==> config.mk <==
export PLATFORM = sky130hd
export DESIGN_NAME = dmxr_front
export DESIGN_NICKNAME = d
export VERILOG_FILES = /design/src/rtl/core/dmxr_pkg.sv /design/src/rtl/core/dmxr_front.sv
export SDC_FILE = /design/constraint.sdc
export NUM_CORES = 1
export LEC_CHECK = 0
export BUFFER_PORTS_ARGS = -buffer_cell sky130_fd_sc_hd__buf_2
export CAP_MARGIN = 5
export CORE_MARGIN = 5
export CORE_UTILIZATION = 56
export DETAILED_ROUTE_END_ITERATION = 6
export GPL_ROUTABILITY_DRIVEN = 0
export GPL_TIMING_DRIVEN = 0
export PLACE_DENSITY = 0.84
export RECOVER_POWER = 100
export SKIP_CTS_REPAIR_TIMING = 1
export SKIP_LAST_GASP = 1
export SYNTH_ARGS = -nofsm -noshare
export SYNTH_HDL_FRONTEND = slang
export SYNTH_SLANG_ARGS = --single-unit
==> constraint.sdc <==
create_clock -name clk -period 5 [get_ports clk]
set_input_delay 1 -clock clk [delete_from_list [all_inputs] [get_ports clk]]
set_output_delay 1 -clock clk [all_outputs]
set_load 0.01 [all_outputs]
==> src/rtl/core/dmxr_pkg.sv <==
// Shared types and constants for the DMX512 break/MAB receiver core.
// It has no dependencies. The front, back and top modules import it.
package dmxr_pkg;

  localparam int MAX_SLOTS  = 512;
  localparam int SLOT_DEPTH = MAX_SLOTS + 1;
  localparam int IDX_W      = $clog2(SLOT_DEPTH + 1);
  localparam int TS_W       = 32;
  localparam int TICK_W     = 24;
  localparam int CMD_W      = 3;
  localparam int STATUS_W   = 4;
  localparam int CFG_IDX_W  = 2;

  localparam logic [CMD_W-1:0] CMD_FRAME_ERR = 3'd0;
  localparam logic [CMD_W-1:0] CMD_RISE      = 3'd1;
  localparam logic [CMD_W-1:0] CMD_FALL      = 3'd2;
  localparam logic [CMD_W-1:0] CMD_BYTE      = 3'd3;
  localparam logic [CMD_W-1:0] CMD_READ      = 3'd4;

  localparam logic [CFG_IDX_W-1:0] REG_BREAK_MIN  = 2'd0;
  localparam logic [CFG_IDX_W-1:0] REG_MAB_MIN    = 2'd1;
  localparam logic [CFG_IDX_W-1:0] REG_PACKET_MIN = 2'd2;

  localparam logic [TICK_W-1:0] BREAK_MIN_RESET  = 24'd2000;
  localparam logic [TICK_W-1:0] MAB_MIN_RESET    = 24'd200;
  localparam logic [TICK_W-1:0] PACKET_MIN_RESET = 24'd50000;

  localparam logic [7:0] START_CODE = 8'h00;

  typedef enum logic [2:0] {
    OP_NONE,
    OP_FRAME_ERR,
    OP_RISE,
    OP_FALL,
    OP_BYTE,
    OP_READ
  } op_t;

  typedef enum logic [STATUS_W-1:0] {
    ST_IGNORED        = 4'd0,
    ST_BREAK_OK       = 4'd1,
    ST_BREAK_SHORT    = 4'd2,
    ST_MAB_OK         = 4'd3,
    ST_MAB_SHORT      = 4'd4,
    ST_SLOT_STORED    = 4'd5,
    ST_BAD_START      = 4'd6,
    ST_OVERRUN        = 4'd7,
    ST_PACKET_READY   = 4'd8,
    ST_PACKET_DISCARD = 4'd9
  } status_t;

  // One classified event as it waits in the queue.
  typedef struct packed {
    op_t              op;
    logic [TS_W-1:0]  timestamp;
    logic [7:0]       rx_byte;
    logic [IDX_W-1:0] slot_index;
    logic             read_ok;
  } event_t;

endpackage

==> src/rtl/core/dmxr_front.sv <==
// Front end of the receiver core: accepts event words, decodes the command
// and holds them in a two-entry queue. Depends on dmxr_pkg.
module dmxr_front
  import dmxr_pkg::*;
(
  input  logic             clk,
  input  logic             rst,
  input  logic             in_valid,
  output logic             in_ready,
  input  logic [CMD_W-1:0] cmd,
  input  logic [TS_W-1:0]  timestamp,
  input  logic [7:0]       rx_byte,
  input  logic [IDX_W-1:0] slot_index,
  output logic             q_valid,
  output event_t           q_head,
  input  logic             q_pop
);

  event_t     queue [2];
  logic       wr_ptr;
  logic       rd_ptr;
  logic [1:0] count;
  logic       push;
  event_t     decoded;

  always_comb begin
    decoded.timestamp  = timestamp;
    decoded.rx_byte    = rx_byte;
    decoded.slot_index = slot_index;
    decoded.read_ok    = (slot_index <= IDX_W'(MAX_SLOTS));
    unique case (cmd)
      CMD_FRAME_ERR: decoded.op = OP_FRAME_ERR;
      CMD_RISE:      decoded.op = OP_RISE;
      CMD_FALL:      decoded.op = OP_FALL;
      CMD_BYTE:      decoded.op = OP_BYTE;
      CMD_READ:      decoded.op = OP_READ;
      default:       decoded.op = OP_NONE;
    endcase
  end

  assign in_ready = (count != 2'd2);
  assign push     = in_valid && in_ready;
  assign q_valid  = (count != 2'd0);
  assign q_head   = queue[rd_ptr];

  always_ff @(posedge clk) begin
    if (push) begin
      queue[wr_ptr] <= decoded;
    end
  end

  always_ff @(posedge clk) begin
    if (rst) begin
      wr_ptr <= 1'b0;
      rd_ptr <= 1'b0;
      count  <= 2'd0;
    end else begin
      if (push) begin
        wr_ptr <= ~wr_ptr;
      end
      if (q_pop) begin
        rd_ptr <= ~rd_ptr;
      end
      case ({push, q_pop})
        2'b10:   count <= count + 2'd1;
        2'b01:   count <= count - 2'd1;
        default: count <= count;
      endcase
    end
  end

endmodule

==> results.cfg, run 1 <==
[status]
outcome = finished with violations
violations = max-capacitance violations, max-slew violations

[setup_path]
cp-start-kind = register
cp.arrival_ps = 3480
crit_chain = nand2b_1 > and3_1 > clkbuf_1
r2r-start = count[0]
crit_type = register to register
slowest_stage = clkbuf_1
worst-r2r-cell-count = 3
cp_max_fo = 33
slowest_delay_ps = 1430
end_kind = register
r2r_slack_ps = 1590
cp.required_ps = 5070
r2r-end = queue[1][19]

[final_layout]
syn2layout_area_growth_pct = 27.24
multi_input_comb_area_um2 = 775.7
diodes = 0
seqCellArea_mm2 = 0.003343
nFillCells = 506
final_common_cell = edfxtp_1
stdcell_count = 446
nets = 393
mostFrequentLayoutCells = edfxtp_1 (108), clkbuf_1 (85), mux2_2 (52), buf_2 (37), clkbuf_16 (16)
drive_above_1_share = 0.3429

[yosys]
syn_nets = 260
yosysWarnings = 0
netlist_area_mm2 = 0.004153
ys_seq_area_frac = 0.8051
ys_ff_latch = 113
synth-edff-count = 108
netlist_instances = 202
ys.flop_type = edfxtp_1
avgSynthCellArea_um2 = 20.56
async_flop_share = 0
synth.distinct_cells = 20

[sta]
skew_ps = 6.168
worstMarginPinSlew_ps = 1948
slew_violations = 70
fmax_mhz = 293.4
final.min_clock_period_ps = 3409
slew_headroom = -0.2990
finalSetupTns_ps = 0
rsz0062_at_grt = false
finalCritPeriodShare = 0.6818
setup_viol_count_final = 0
hold_viol_final = 0

[die]
dieArea_mm2 = 0.009238
die_h_um = 96.12
io-pin-count = 113
rows = 31
initial_utilization = 0.5725
coreArea_mm2 = 0.007253
die_x_um = 96.12

[routing]
vias = 2251
first_iter_violations = 81
drc_errors = 0
routed_via_density = 5.047
drt_first_pass_iters = 4
ant_nets = 0
avgRoutedWirePerCell_um = 16.57
routed_wirelength_um = 7391

[flow_run]
maxCapViolCount = 2

[clock_network]
cts_buffers = 17
clk_pin_slew_worst_paths_ps = 50
clk_path_buf_depth = 2
cts_root_buf = clkbuf_8
cts_tree = done
clock_sinks = 113
clkLatencyLatePin_ps = 490
ctsHtreeMaxLevel = 4

[worst_hold_path]
holdPathEnd = count[1]
min_path_cells = 2
hp-start = count[1]
hp-class = register to register

[grt]
grt_pass1_vias = 2389
overflow = 0
antenna_found_initial = 1
grt_max_degree = 36
grt_usage = 0.1683
grt_pass1_wl_um = 11150

[pwr]
leakage_nw = 1.827
irDropWorstVdd_mv = 0.2929
power_w = 0.002512
power.density_mw_per_mm2 = 475.4

[placement]
port_buffers = 112
dpl.hpwl_um = 5080
place_inst = 415
[cells by family (layout without fill, tap and decap cells)]
| family | Yosys count | count (layout) | synth area share |
|---|---|---|---|
| AO/OA/AOI/OAI | 7 | 7 | 0.01054 |
| buffers and inverters | 7 | 152 | 0.008134 |
| flip-flops | 113 | 113 | 0.8051 |
| AND/OR/NAND/NOR | 16 | 16 | 0.01838 |
| adder cells (fa/ha/maj) | 1 | 1 | 0.003012 |
| XOR/XNOR | 4 | 4 | 0.008438 |
| multiplexers | 54 | 54 | 0.1464 |
[final cells by class]
class	count	share of cell area
inverters	1	0.0007104
well taps	99	0.02344
flip-flops and latches	113	0.6327
plain buffers	6	0.004262
multi-input cells	82	0.1468
repair buffers	114	0.08975
clock inverters	12	0.02250
clock buffers	19	0.07980
[critical path, delay by kind of cell (launching register included)]
family / cells / cell delay, ps
buffers and inverters: 1 / 1430
DFF: 1 / 400
and+or+nand+nor: 2 / 1140
[cells in the mapped netlist (all sizes together) (2+ instances only)]
master	number	area share
o21ai	2	0.0024
a21oi	3	0.0036
xnor2	3	0.0063
dfxtp	5	0.024
buf	6	0.0072
nand2	4	0.0036
nor2	6	0.0054
mux2	54	0.15
edfxtp	108	0.78
[sequential cells by signal, indices dropped and copies added (netlist names), named ones only]
register and cells:
queue 108, wr_ptr 1, count 2, rd_ptr 1
[worst max-delay path by stage]
stage,startpoint,endpoint,slack [ps]
finish,count[0],queue[1][19],1590
global route,count[0],queue[1][16],1310
CTS,register,q_head[25],2160
detailed placement,in_valid,queue[1][25],2670
global placement,in_valid,queue[1][24],1490
floorplan,in_valid,queue[1][0],2250
[per-stage QoR]
stage,cell area [µm²],hold slack [ps],setup slack [ps],utilization
final,5284,516.6,1591,0.7285
after global routing,5284,541.9,1314,0.7285
after CTS,5419,516.1,2159,0.7471
after detailed placement,4878,503.9,2666,0.6726
after global placement,4837,479.8,1489,0.6669
after floorplan,4153,460.8,2253,-
[power by group]
part / leakage, nW / total [W] / internal (W) / switching [W]
Sequential: 1.05 / 0.00116 / 0.00114 / 0.0000209
Clock: 0.257 / 0.00107 / 0.000696 / 0.000377
Combinational: 0.518 / 0.000275 / 0.000112 / 0.000164
[per-layer routing]
metal  up-vias  global-route usage  share of wire
met2        74              0.2887           0.52
met4         2             0.07820          0.016
li1       1061                   -              -
met5         -                   0         0.0014
met1      1100              0.1815           0.38
met3        14             0.06724          0.082
Power figures use the tool's default switching activity.
==> run 2: changes to the inputs <==
- CORE_UTILIZATION: 56 -> 52
- PLACE_DENSITY: 0.84 -> 0.79
- clock period: 5 -> 3.3 ns (I/O delays scaled with it)
==> results.cfg, run 2 (synthesis results as in run 1) <==
[final_layout]
syn2layout_area_growth_pct = 29.17
nFillCells = 582
top_regs = queue (108), count (2)
final_common_cell = edfxtp_1
largest_reg_flops = 108
regMostFlops = queue
mostFrequentLayoutCells = edfxtp_1 (108), clkbuf_1 (75), mux2_2 (53), buf_2 (43), clkbuf_16 (16)
drive_above_1_share = 0.3736
diodes = 0
nets = 393

[sta]
final.min_clock_period_ps = 2735
skew_ps = 7.336
worst_slack_ps = 565.0
rsz0062_at_grt = false
slew_violations = 0
finalCritPeriodShare = 0.8288
fmax_mhz = 365.6
slew_headroom = 0.1901
setup_viol_count_final = 0
hold_viol_final = 0
worstMarginPinSlew_ps = 1215
finalSetupTns_ps = 0

[routing]
vias = 2217
avgRoutedWirePerCell_um = 16.48
routed_wirelength_um = 7418
ant_nets = 0
first_iter_violations = 68
drc_errors = 0
routed_via_density = 4.927
drt_first_pass_iters = 4

[grt]
grt_usage = 0.1602
grt_use_met2 = 0.2789
overflow = 0
grt_pass1_vias = 2465
grt_pass1_wl_um = 11810
use_met3 = 0.05961
antenna_found_initial = 0
globalRoute.busiestLayer = met2
grt_util_met1 = 0.1718
grt_max_degree = 30

[placement]
port_buffers = 112
pre_cts_ws_ps = 1255
dpl.hpwl_um = 4923

[die]
dieArea_mm2 = 0.009873
io-pin-count = 113
die_h_um = 99.37
initial_utilization = 0.5346
die_x_um = 99.37
coreArea_mm2 = 0.007767
rows = 32

[setup_path]
cp-start-kind = register
cp.arrival_ps = 2850
cp_max_fo = 28
end_kind = register
crit_type = register to register
cp.required_ps = 3420

[worst_hold_path]
hp-class = primary input to register

[flow_run]
maxCapViolCount = 0

[clock_network]
clk_path_buf_depth = 2
cts_tree = done
ctsHtreeMaxLevel = 4
clock_sinks = 113
clk_pin_slew_worst_paths_ps = 60
cts_root_buf = clkbuf_8
clkLatencyLatePin_ps = 490
cts_buffers = 17

[pwr]
irDropWorstVdd_mv = 0.4346
leakage_nw = 1.878
power.density_mw_per_mm2 = 744.1

[status]
outcome = finished clean
==> run 2: worst paths after layout <==
| check | startpoint | end | slack (ps) | cells after the start |
|---|---|---|---|---|
| min reg2reg | count[1] | count[1] | 520 | 2 |
| max | count[0] | queue[1][32] | 570 | 3 |
| min | timestamp[25] | queue[1][44] | 350 | 1 |
| max reg2reg | count[0] | queue[1][32] | 570 | 3 |
==> run 2: final cells by class <==
class                   instances  area, µm²  area share
clock buffers                  17      414.1     0.07721
repair buffers                114      478.0     0.08911
multi-input cells              82      775.7      0.1446
inverters                       1      3.754   0.0006998
clock inverters                15      192.7     0.03592
flip-flops and latches        113       3343      0.6233
well taps                     102      127.6     0.02379
plain buffers                   6      28.78    0.005365
==> run 2: per-layer routing <==
metal	routed length, µm	share of wire	vias up
met3	472	0.064	11
met1	2836	0.38	1074
met4	123	0.017	0
met5	0	0	-
met2	3986	0.54	71
li1	-	-	1061
==> run 2: report_power, final <==
part           internal (W)  total (W)  switching, W
Sequential          0.00173    0.00176     0.0000311
Clock               0.00122    0.00181      0.000595
Combinational      0.000172   0.000420      0.000248
==> run 2: worst max-delay path, cell delays in order (launching register included) <==
cell      delay [ps]
dfxtp_1          380
nand2b_1         210
and3_1          1000
clkbuf_2         750
==> run 2: through the flow <==
stage	hold WS, ps	utilization	cells	instance area [µm²]	total power [W]
after floorplan	460.8	-	202	4153	0.002044
final	353.6	0.6906	450	5364	0.003991
after global placement	479.4	0.6232	416	4841	0.002226
after global routing	316.4	0.6906	450	5364	0.004167
after detailed placement	510.4	0.6285	418	4882	0.002250
after CTS	324.0	0.7067	450	5489	0.004075
