<file path="config.mk">
export PLATFORM = sky130hd
export DESIGN_NAME = dmxr_back
export DESIGN_NICKNAME = d
export VERILOG_FILES = /design/src/rtl/core/dmxr_pkg.sv /design/src/rtl/core/dmxr_back.sv
export SDC_FILE = /design/constraint.sdc
export NUM_CORES = 2
export LEC_CHECK = 0
export BUFFER_PORTS_ARGS = -buffer_cell sky130_fd_sc_hd__buf_2
export CORE_MARGIN = 2
export CORE_UTILIZATION = 50
export DETAILED_ROUTE_END_ITERATION = 8
export HOLD_SLACK_MARGIN = 0.15
export PLACE_DENSITY = 0.74
export SYNTH_ARGS = -nofsm -noshare
export SYNTH_HDL_FRONTEND = slang
export SYNTH_MEMORY_MAX_BITS = 65536
export SYNTH_SLANG_ARGS = --single-unit
export TNS_END_PERCENT = 1
</file>
<file path="constraint.sdc">
create_clock -name clk -period 5.6 [get_ports clk]
set_input_delay 0.56 -clock clk [delete_from_list [all_inputs] [get_ports clk]]
set_output_delay 0.56 -clock clk [all_outputs]
set_load 0.01 [all_outputs]
</file>
<file path="src/rtl/core/dmxr_pkg.sv">
// Shared types and constants for the DMX512 break/MAB receiver core.
// It has no dependencies. The front, back and top modules import it.
package dmxr_pkg;

  localparam int MAX_SLOTS  = 512;
  localparam int SLOT_DEPTH = MAX_SLOTS + 1;
  localparam int IDX_W      = $clog2(SLOT_DEPTH + 1);
  localparam int TS_W       = 32;
  localparam int TICK_W     = 24;
  localparam int CMD_W      = 3;
  localparam int STATUS_W   = 4;
  localparam int CFG_IDX_W  = 2;

  localparam logic [CMD_W-1:0] CMD_FRAME_ERR = 3'd0;
  localparam logic [CMD_W-1:0] CMD_RISE      = 3'd1;
  localparam logic [CMD_W-1:0] CMD_FALL      = 3'd2;
  localparam logic [CMD_W-1:0] CMD_BYTE      = 3'd3;
  localparam logic [CMD_W-1:0] CMD_READ      = 3'd4;

  localparam logic [CFG_IDX_W-1:0] REG_BREAK_MIN  = 2'd0;
  localparam logic [CFG_IDX_W-1:0] REG_MAB_MIN    = 2'd1;
  localparam logic [CFG_IDX_W-1:0] REG_PACKET_MIN = 2'd2;

  localparam logic [TICK_W-1:0] BREAK_MIN_RESET  = 24'd2000;
  localparam logic [TICK_W-1:0] MAB_MIN_RESET    = 24'd200;
  localparam logic [TICK_W-1:0] PACKET_MIN_RESET = 24'd50000;

  localparam logic [7:0] START_CODE = 8'h00;

  typedef enum logic [2:0] {
    OP_NONE,
    OP_FRAME_ERR,
    OP_RISE,
    OP_FALL,
    OP_BYTE,
    OP_READ
  } op_t;

  typedef enum logic [STATUS_W-1:0] {
    ST_IGNORED        = 4'd0,
    ST_BREAK_OK       = 4'd1,
    ST_BREAK_SHORT    = 4'd2,
    ST_MAB_OK         = 4'd3,
    ST_MAB_SHORT      = 4'd4,
    ST_SLOT_STORED    = 4'd5,
    ST_BAD_START      = 4'd6,
    ST_OVERRUN        = 4'd7,
    ST_PACKET_READY   = 4'd8,
    ST_PACKET_DISCARD = 4'd9
  } status_t;

  // One classified event as it waits in the queue.
  typedef struct packed {
    op_t              op;
    logic [TS_W-1:0]  timestamp;
    logic [7:0]       rx_byte;
    logic [IDX_W-1:0] slot_index;
    logic             read_ok;
  } event_t;

endpackage

</file>
<file path="src/rtl/core/dmxr_back.sv">
// Back end of the receiver core: timing checks, framing state, slot buffer
// and the result register. Also holds the configuration registers.
// Depends on dmxr_pkg.
module dmxr_back
  import dmxr_pkg::*;
(
  input  logic                 clk,
  input  logic                 rst,
  input  logic                 q_valid,
  input  event_t               q_head,
  output logic                 q_pop,
  input  logic                 cfg_valid,
  output logic                 cfg_ready,
  input  logic [CFG_IDX_W-1:0] cfg_index,
  input  logic [TICK_W-1:0]    cfg_data,
  output logic                 out_valid,
  input  logic                 out_ready,
  output logic [STATUS_W-1:0]  status,
  output logic                 packet_ready,
  output logic [IDX_W-1:0]     packet_length,
  output logic [7:0]           slot_data
);

  logic [TICK_W-1:0] break_min_ticks;
  logic [TICK_W-1:0] mab_min_ticks;
  logic [TICK_W-1:0] packet_min_ticks;

  logic seen_first_break, seen_first_break_next;
  logic break_valid, break_valid_next;
  logic mab_valid, mab_valid_next;
  logic data_corrupt, data_corrupt_next;
  logic rise_armed, rise_armed_next;
  logic fall_armed, fall_armed_next;
  logic [TS_W-1:0] break_start_time, break_start_time_next;
  logic [TS_W-1:0] next_break_start_time, next_break_start_time_next;
  logic [TS_W-1:0] mab_start_time, mab_start_time_next;
  logic [IDX_W-1:0] slot_count, slot_count_next;
  logic [IDX_W-1:0] saved_length, saved_length_next;

  status_t          status_reg, status_next;
  logic             packet_ready_reg, packet_ready_next;
  logic [IDX_W-1:0] packet_length_reg, packet_length_next;
  logic             read_sel;
  logic [7:0]       read_data;

  logic [7:0] slot_mem [SLOT_DEPTH];
  logic       wr_en;
  logic       rd_en;

  logic [TS_W-1:0] first_span;
  logic [TS_W-1:0] later_span;
  logic [TS_W-1:0] packet_span;
  logic [TS_W-1:0] mab_span;
  logic            advance;

  assign cfg_ready = 1'b1;
  assign advance   = !out_valid || out_ready;
  assign q_pop     = q_valid && advance;

  // The four spans are independent subtractions taken in parallel.
  assign first_span  = q_head.timestamp - break_start_time;
  assign later_span  = q_head.timestamp - next_break_start_time;
  assign packet_span = next_break_start_time - break_start_time;
  assign mab_span    = q_head.timestamp - mab_start_time;

  always_comb begin
    seen_first_break_next      = seen_first_break;
    break_valid_next           = break_valid;
    mab_valid_next             = mab_valid;
    data_corrupt_next          = data_corrupt;
    rise_armed_next            = rise_armed;
    fall_armed_next            = fall_armed;
    break_start_time_next      = break_start_time;
    next_break_start_time_next = next_break_start_time;
    mab_start_time_next        = mab_start_time;
    slot_count_next            = slot_count;
    saved_length_next          = saved_length;
    status_next                = ST_IGNORED;
    packet_ready_next          = 1'b0;
    packet_length_next         = '0;
    wr_en                      = 1'b0;
    rd_en                      = 1'b0;
    unique case (q_head.op)
      OP_FRAME_ERR: begin
        if (!break_valid && !mab_valid) begin
          break_start_time_next = q_head.timestamp;
        end else if (mab_valid) begin
          next_break_start_time_next = q_head.timestamp;
        end
        if (!break_valid || mab_valid) begin
          saved_length_next = slot_count;
          slot_count_next   = '0;
          rise_armed_next   = 1'b1;
        end
      end
      OP_RISE: begin
        if (rise_armed) begin
          rise_armed_next     = 1'b0;
          mab_start_time_next = q_head.timestamp;
          if (!seen_first_break) begin
            if (first_span > TS_W'(break_min_ticks)) begin
              break_valid_next      = 1'b1;
              seen_first_break_next = 1'b1;
              fall_armed_next       = 1'b1;
              data_corrupt_next     = 1'b0;
              status_next           = ST_BREAK_OK;
            end else begin
              status_next = ST_BREAK_SHORT;
            end
          end else if (later_span <= TS_W'(break_min_ticks)) begin
            data_corrupt_next = 1'b1;
            saved_length_next = '0;
            status_next       = ST_BREAK_SHORT;
          end else begin
            fall_armed_next       = 1'b1;
            mab_valid_next        = 1'b0;
            break_valid_next      = 1'b1;
            seen_first_break_next = 1'b1;
            data_corrupt_next     = 1'b0;
            break_start_time_next = next_break_start_time;
            if (packet_span < TS_W'(packet_min_ticks)) begin
              saved_length_next = '0;
              status_next       = ST_PACKET_DISCARD;
            end else begin
              packet_ready_next  = 1'b1;
              packet_length_next = saved_length;
              status_next        = ST_PACKET_READY;
            end
          end
        end
      end
      OP_FALL: begin
        if (fall_armed) begin
          fall_armed_next = 1'b0;
          if (break_valid) begin
            break_valid_next = 1'b0;
            if (mab_span > TS_W'(mab_min_ticks)) begin
              mab_valid_next = 1'b1;
              status_next    = ST_MAB_OK;
            end else begin
              seen_first_break_next = 1'b0;
              status_next           = ST_MAB_SHORT;
            end
          end
        end
      end
      OP_BYTE: begin
        if (mab_valid && !data_corrupt) begin
          if (slot_count == '0 && q_head.rx_byte != START_CODE) begin
            mab_valid_next        = 1'b0;
            seen_first_break_next = 1'b0;
            status_next           = ST_BAD_START;
          end else if (slot_count > IDX_W'(MAX_SLOTS)) begin
            slot_count_next = '0;
            status_next     = ST_OVERRUN;
          end else begin
            wr_en           = 1'b1;
            slot_count_next = slot_count + 1'b1;
            status_next     = ST_SLOT_STORED;
          end
        end
      end
      OP_READ: begin
        rd_en = q_head.read_ok;
      end
      default: begin
      end
    endcase
  end

  // Slot buffer: one write port at the slot count, one registered read port.
  always_ff @(posedge clk) begin
    if (q_pop && wr_en) begin
      slot_mem[slot_count] <= q_head.rx_byte;
    end
  end

  always_ff @(posedge clk) begin
    if (q_pop && rd_en) begin
      read_data <= slot_mem[q_head.slot_index];
    end
  end

  always_ff @(posedge clk) begin
    if (q_pop) begin
      status_reg        <= status_next;
      packet_ready_reg  <= packet_ready_next;
      packet_length_reg <= packet_length_next;
      read_sel          <= rd_en;
    end
  end

  always_ff @(posedge clk) begin
    if (rst) begin
      out_valid             <= 1'b0;
      break_min_ticks       <= BREAK_MIN_RESET;
      mab_min_ticks         <= MAB_MIN_RESET;
      packet_min_ticks      <= PACKET_MIN_RESET;
      seen_first_break      <= 1'b0;
      break_valid           <= 1'b0;
      mab_valid             <= 1'b0;
      data_corrupt          <= 1'b0;
      rise_armed            <= 1'b0;
      fall_armed            <= 1'b0;
      break_start_time      <= '0;
      next_break_start_time <= '0;
      mab_start_time        <= '0;
      slot_count            <= '0;
      saved_length          <= '0;
    end else begin
      if (advance) begin
        out_valid <= q_valid;
      end
      if (cfg_valid) begin
        unique case (cfg_index)
          REG_BREAK_MIN:  break_min_ticks  <= cfg_data;
          REG_MAB_MIN:    mab_min_ticks    <= cfg_data;
          REG_PACKET_MIN: packet_min_ticks <= cfg_data;
          default: begin
          end
        endcase
      end
      if (q_pop) begin
        seen_first_break      <= seen_first_break_next;
        break_valid           <= break_valid_next;
        mab_valid             <= mab_valid_next;
        data_corrupt          <= data_corrupt_next;
        rise_armed            <= rise_armed_next;
        fall_armed            <= fall_armed_next;
        break_start_time      <= break_start_time_next;
        next_break_start_time <= next_break_start_time_next;
        mab_start_time        <= mab_start_time_next;
        slot_count            <= slot_count_next;
        saved_length          <= saved_length_next;
      end
    end
  end

  assign status        = status_reg;
  assign packet_ready  = packet_ready_reg;
  assign packet_length = packet_length_reg;
  assign slot_data     = read_sel ? read_data : 8'd0;

endmodule

</file>
==> flow_metrics.py <==
metrics = {
    "sta": {
        "rsz0062_at_grt": "no",
        "setup_ws_ns": 0.308,
        "min_period_ns": 5.29,
        "fin_crit_sh_pct": 94.5,
        "fmax_mhz": 189,
        "setup_tns_ns": 0,
        "finalHoldViolations": 0,
        "slew_violations": 0,
        "fin_worst_hold_slack_ns": 0.264,
        "fin_skew_ns": 0.0773,
        "max-slew-margin-rel_pct": 10.8,
        "setup_violations": 0,
        "tightest_slew_ns": 1.34,
    },
    "detailed_routing": {
        "wire_per_inst_um": 31.1,
        "first_pass_iters": 8,
        "drt_iter0_markers": 12500,
        "vias": 93600,
        "ant_nets": 0,
        "vias_per_cell": 6.38,
        "drc_errors": 0,
        "drt-total-wl_mm": 456,
    },
    "cells_and_area": {
        "largest_reg_flops": 4104,
        "fill_cells": 24800,
        "syn2layout_area_growth_pct": 13.7,
        "final_nets": 9993,
        "multi_input_area_um2": 45800,
        "fin_area_um2": 200000,
        "regMostFlops": "slot_mem",
        "drive_gt1_share_pct": 27.5,
        "register_area_um2": 128000,
    },
    "placed_design": {
        "gp_congestion": 0.958,
        "io_buffers": 109,
        "dp_hpwl_mm": 280,
        "place_ws_ns": -0.214,
        "dpl-instance-area_um2": 186000,
    },
    "power": {
        "ir_drop_mv": 0.268,
        "p_leak_uw": 0.0636,
        "total_power_uw": 67400,
        "p_per_area_nw_per_um2": 337,
    },
    "synth": {
        "netlist_instances": 8974,
        "ys_types": 85,
        "syn_nets": 9286,
        "yosys_warnings": 0,
        "yosysMostFrequentCell": "edfxtp_1",
        "synth.largest_area_cell": "edfxtp_1",
        "seq_area_frac_synth_pct": 72.6,
        "synthArstFlopShare_pct": 0,
        "synth-seq-cells": 4323,
        "synthesis.area_um2": 176000,
        "synth_top_cells_by_count": "edfxtp_1 (4128), mux4_2 (1328), nor2_1 (659)",
        "synth_edf_count": 4128,
        "synth_area_leaders": "edfxtp_1 (70%), mux4_2 (17%), dfxtp_1 (2.2%)",
        "synthFlopType": "edfxtp_1",
        "synth_top_area_share_pct": 70.3,
        "syn_area_per_cell_um2": 19.6,
    },
    "min_path": {
        "hold_depth": 5,
        "min_path_type": "input pin to register",
    },
    "worst_setup_path": {
        "timing.critical_path.buf_inv": 4,
        "path_cells": "inv_1 > ha_1 > inv_1 > fa_1 > a211oi_2 > buf_4 > o21ai_0 > a41o_1 > a221o_1 > a21oi_1 > xnor2_1 > ha_1 > nand4_1 > o32ai_1 > or4_4 > a2111oi_4 > o31ai_2 > a2111oi_2 > o211ai_1 > buf_4 > and3_4 > and4_1",
        "worstSetupStartpointType": "register",
        "cp-end-kind": "register",
        "crit_arrival_ns": 6.00,
        "r2r_cells": 22,
        "reg2reg_slack_ns": 0.31,
        "cpMaxStageDelayCell": "or4_4",
        "cp.depth": 22,
        "max_stage_delay_ns": 0.54,
        "crit_type": "register to register",
        "cp.required_ns": 6.31,
        "path_max_fanout": 11,
        "worst_path_dominant_cell_family": "compound AO/OA/AOI/OAI gates",
    },
    "floorplan": {
        "core_area_um2": 352000,
        "num_rows": 218,
        "die_height_um": 598,
        "start_util_pct": 50.1,
        "die_area_um2": 357000,
        "die_x_um": 598,
        "ioPinCount": 111,
    },
    "clock_network": {
        "cts_num_sinks": 4323,
        "clockBufferDepth": 4,
        "cts_tree": "done",
        "path_clk_slew_ns": 0.06,
        "cts_made_buffers": 419,
        "clk_latency_ns": 0.96,
        "h-tree-depth": 5,
        "clockRootBuffer": "clkbuf_16",
    },
    "grt": {
        "grt_pass1_wl_mm": 662,
        "antenna_found_initial": 32,
        "grt_pass1_vias": 93700,
        "grt_usage_pct": 25.5,
        "overflow": 0,
        "grt_start_max_net_pins": 188,
    },
    "run": {
        "maxCapViolations": 0,
    },
    "status": {
        "status": "finished clean",
    },
}
[worst paths after layout]
path	startpoint	endpoint
worst max register to register	next_break_start_time[0]$_SDFFE_PP0P_	packet_length[8]$_SDFFCE_PN0P_
worst min register to register	mab_min_ticks[23]$_SDFFE_PP0P_	mab_min_ticks[23]$_SDFFE_PP0P_
worst max-delay path	next_break_start_time[0]$_SDFFE_PP0P_	packet_length[8]$_SDFFCE_PN0P_
worst min-delay path	cfg_index[1]	break_min_ticks[13]$_SDFFE_PP0P_
[worst register-to-register path, cell delays in order, from the launching register on]
cell	delay, ns
dfxtp_1	0.31
inv_1	0.06
ha_1	0.16
inv_1	0.06
fa_1	0.41
a211oi_2	0.24
buf_4	0.15
o21ai_0	0.14
a41o_1	0.35
a221o_1	0.38
a21oi_1	0.19
xnor2_1	0.14
ha_1	0.27
nand4_1	0.13
o32ai_1	0.10
or4_4	0.54
a2111oi_4	0.23
o31ai_2	0.14
a2111oi_2	0.32
o211ai_1	0.14
buf_4	0.18
and3_4	0.22
and4_1	0.21
[kinds of logic (layout without fill, tap and decap cells)]
group / Yosys count / after routing / synth area share [%]
compound gates: 759 / 759 / 2.78
xor+xnor: 103 / 103 / 0.512
fa+ha+maj: 227 / 227 / 1.63
buf+inv: 710 / 1763 / 1.60
flops: 4323 / 4323 / 72.6
mux: 1399 / 1399 / 17.4
other cells: 1 / 20 / 0.00213
simple gates: 1452 / 1452 / 3.53
[final cells by class]
type                       count  area share [%]
inverter                     201           0.377
multi-input combinational   3941            22.8
timing repair buffer         795            3.36
clock inverter               258            1.24
tap                         4620            2.89
sequential                  4323            63.8
antenna                       19          0.0237
clock buffer                 509            5.46
[what timing repair did]
| item | in CTS | in global routing |
|---|---|---|
| cloned | 0 | 0 |
| pin swaps | 1 | 5 |
| setup buffers | 0 | 1 |
| setup endpoints to repair | 22 | 22 |
| gates resized for setup | 5 | 9 |
| hold buffers | 74 | 0 |
| endpoints found under the hold margin | 367 | 0 |
[where the power goes]
group	switching (uW)	internal, uW
sequential	21.8	35400
combinational	2540	1750
clock	12000	15700
[per-layer routing]
metal / vias to the layer above / global-route usage (%) / wire length, um
met5: - / 0 / 87
met4: 12 / 10.6 / 20000
met3: 930 / 4.37 / 46000
met2: 5676 / 40.9 / 221000
met1: 48900 / 34.9 / 169000
li1: 38100 / - / -
[through the flow]
| stage | instances | util [%] |
|---|---|---|
| final | 14700 | 57.0 |
| after global routing | 14700 | 57.0 |
| after CTS | 14600 | 57.0 |
| after detailed placement | 13800 | 52.9 |
| after global placement | 13800 | 52.9 |
| after floorplan | 8974 | - |
[cell usage in the layout (no fill, tap or decap), types with 58 or more instances in the layout]
cell,count
dlygate4sd3_1,74
clkbuf_1,84
clkinv_1,105
mux4_2,1328
clkinv_2,75
xnor2_1,59
buf_12,58
nand2_1,466
o21ai_0,96
dfxtp_1,195
inv_1,199
nor2_1,657
ha_1,223
clkbuf_16,424
edfxtp_1,4128
buf_2,94
buf_4,556
a21oi_1,362
Power figures use the tool's default switching activity.
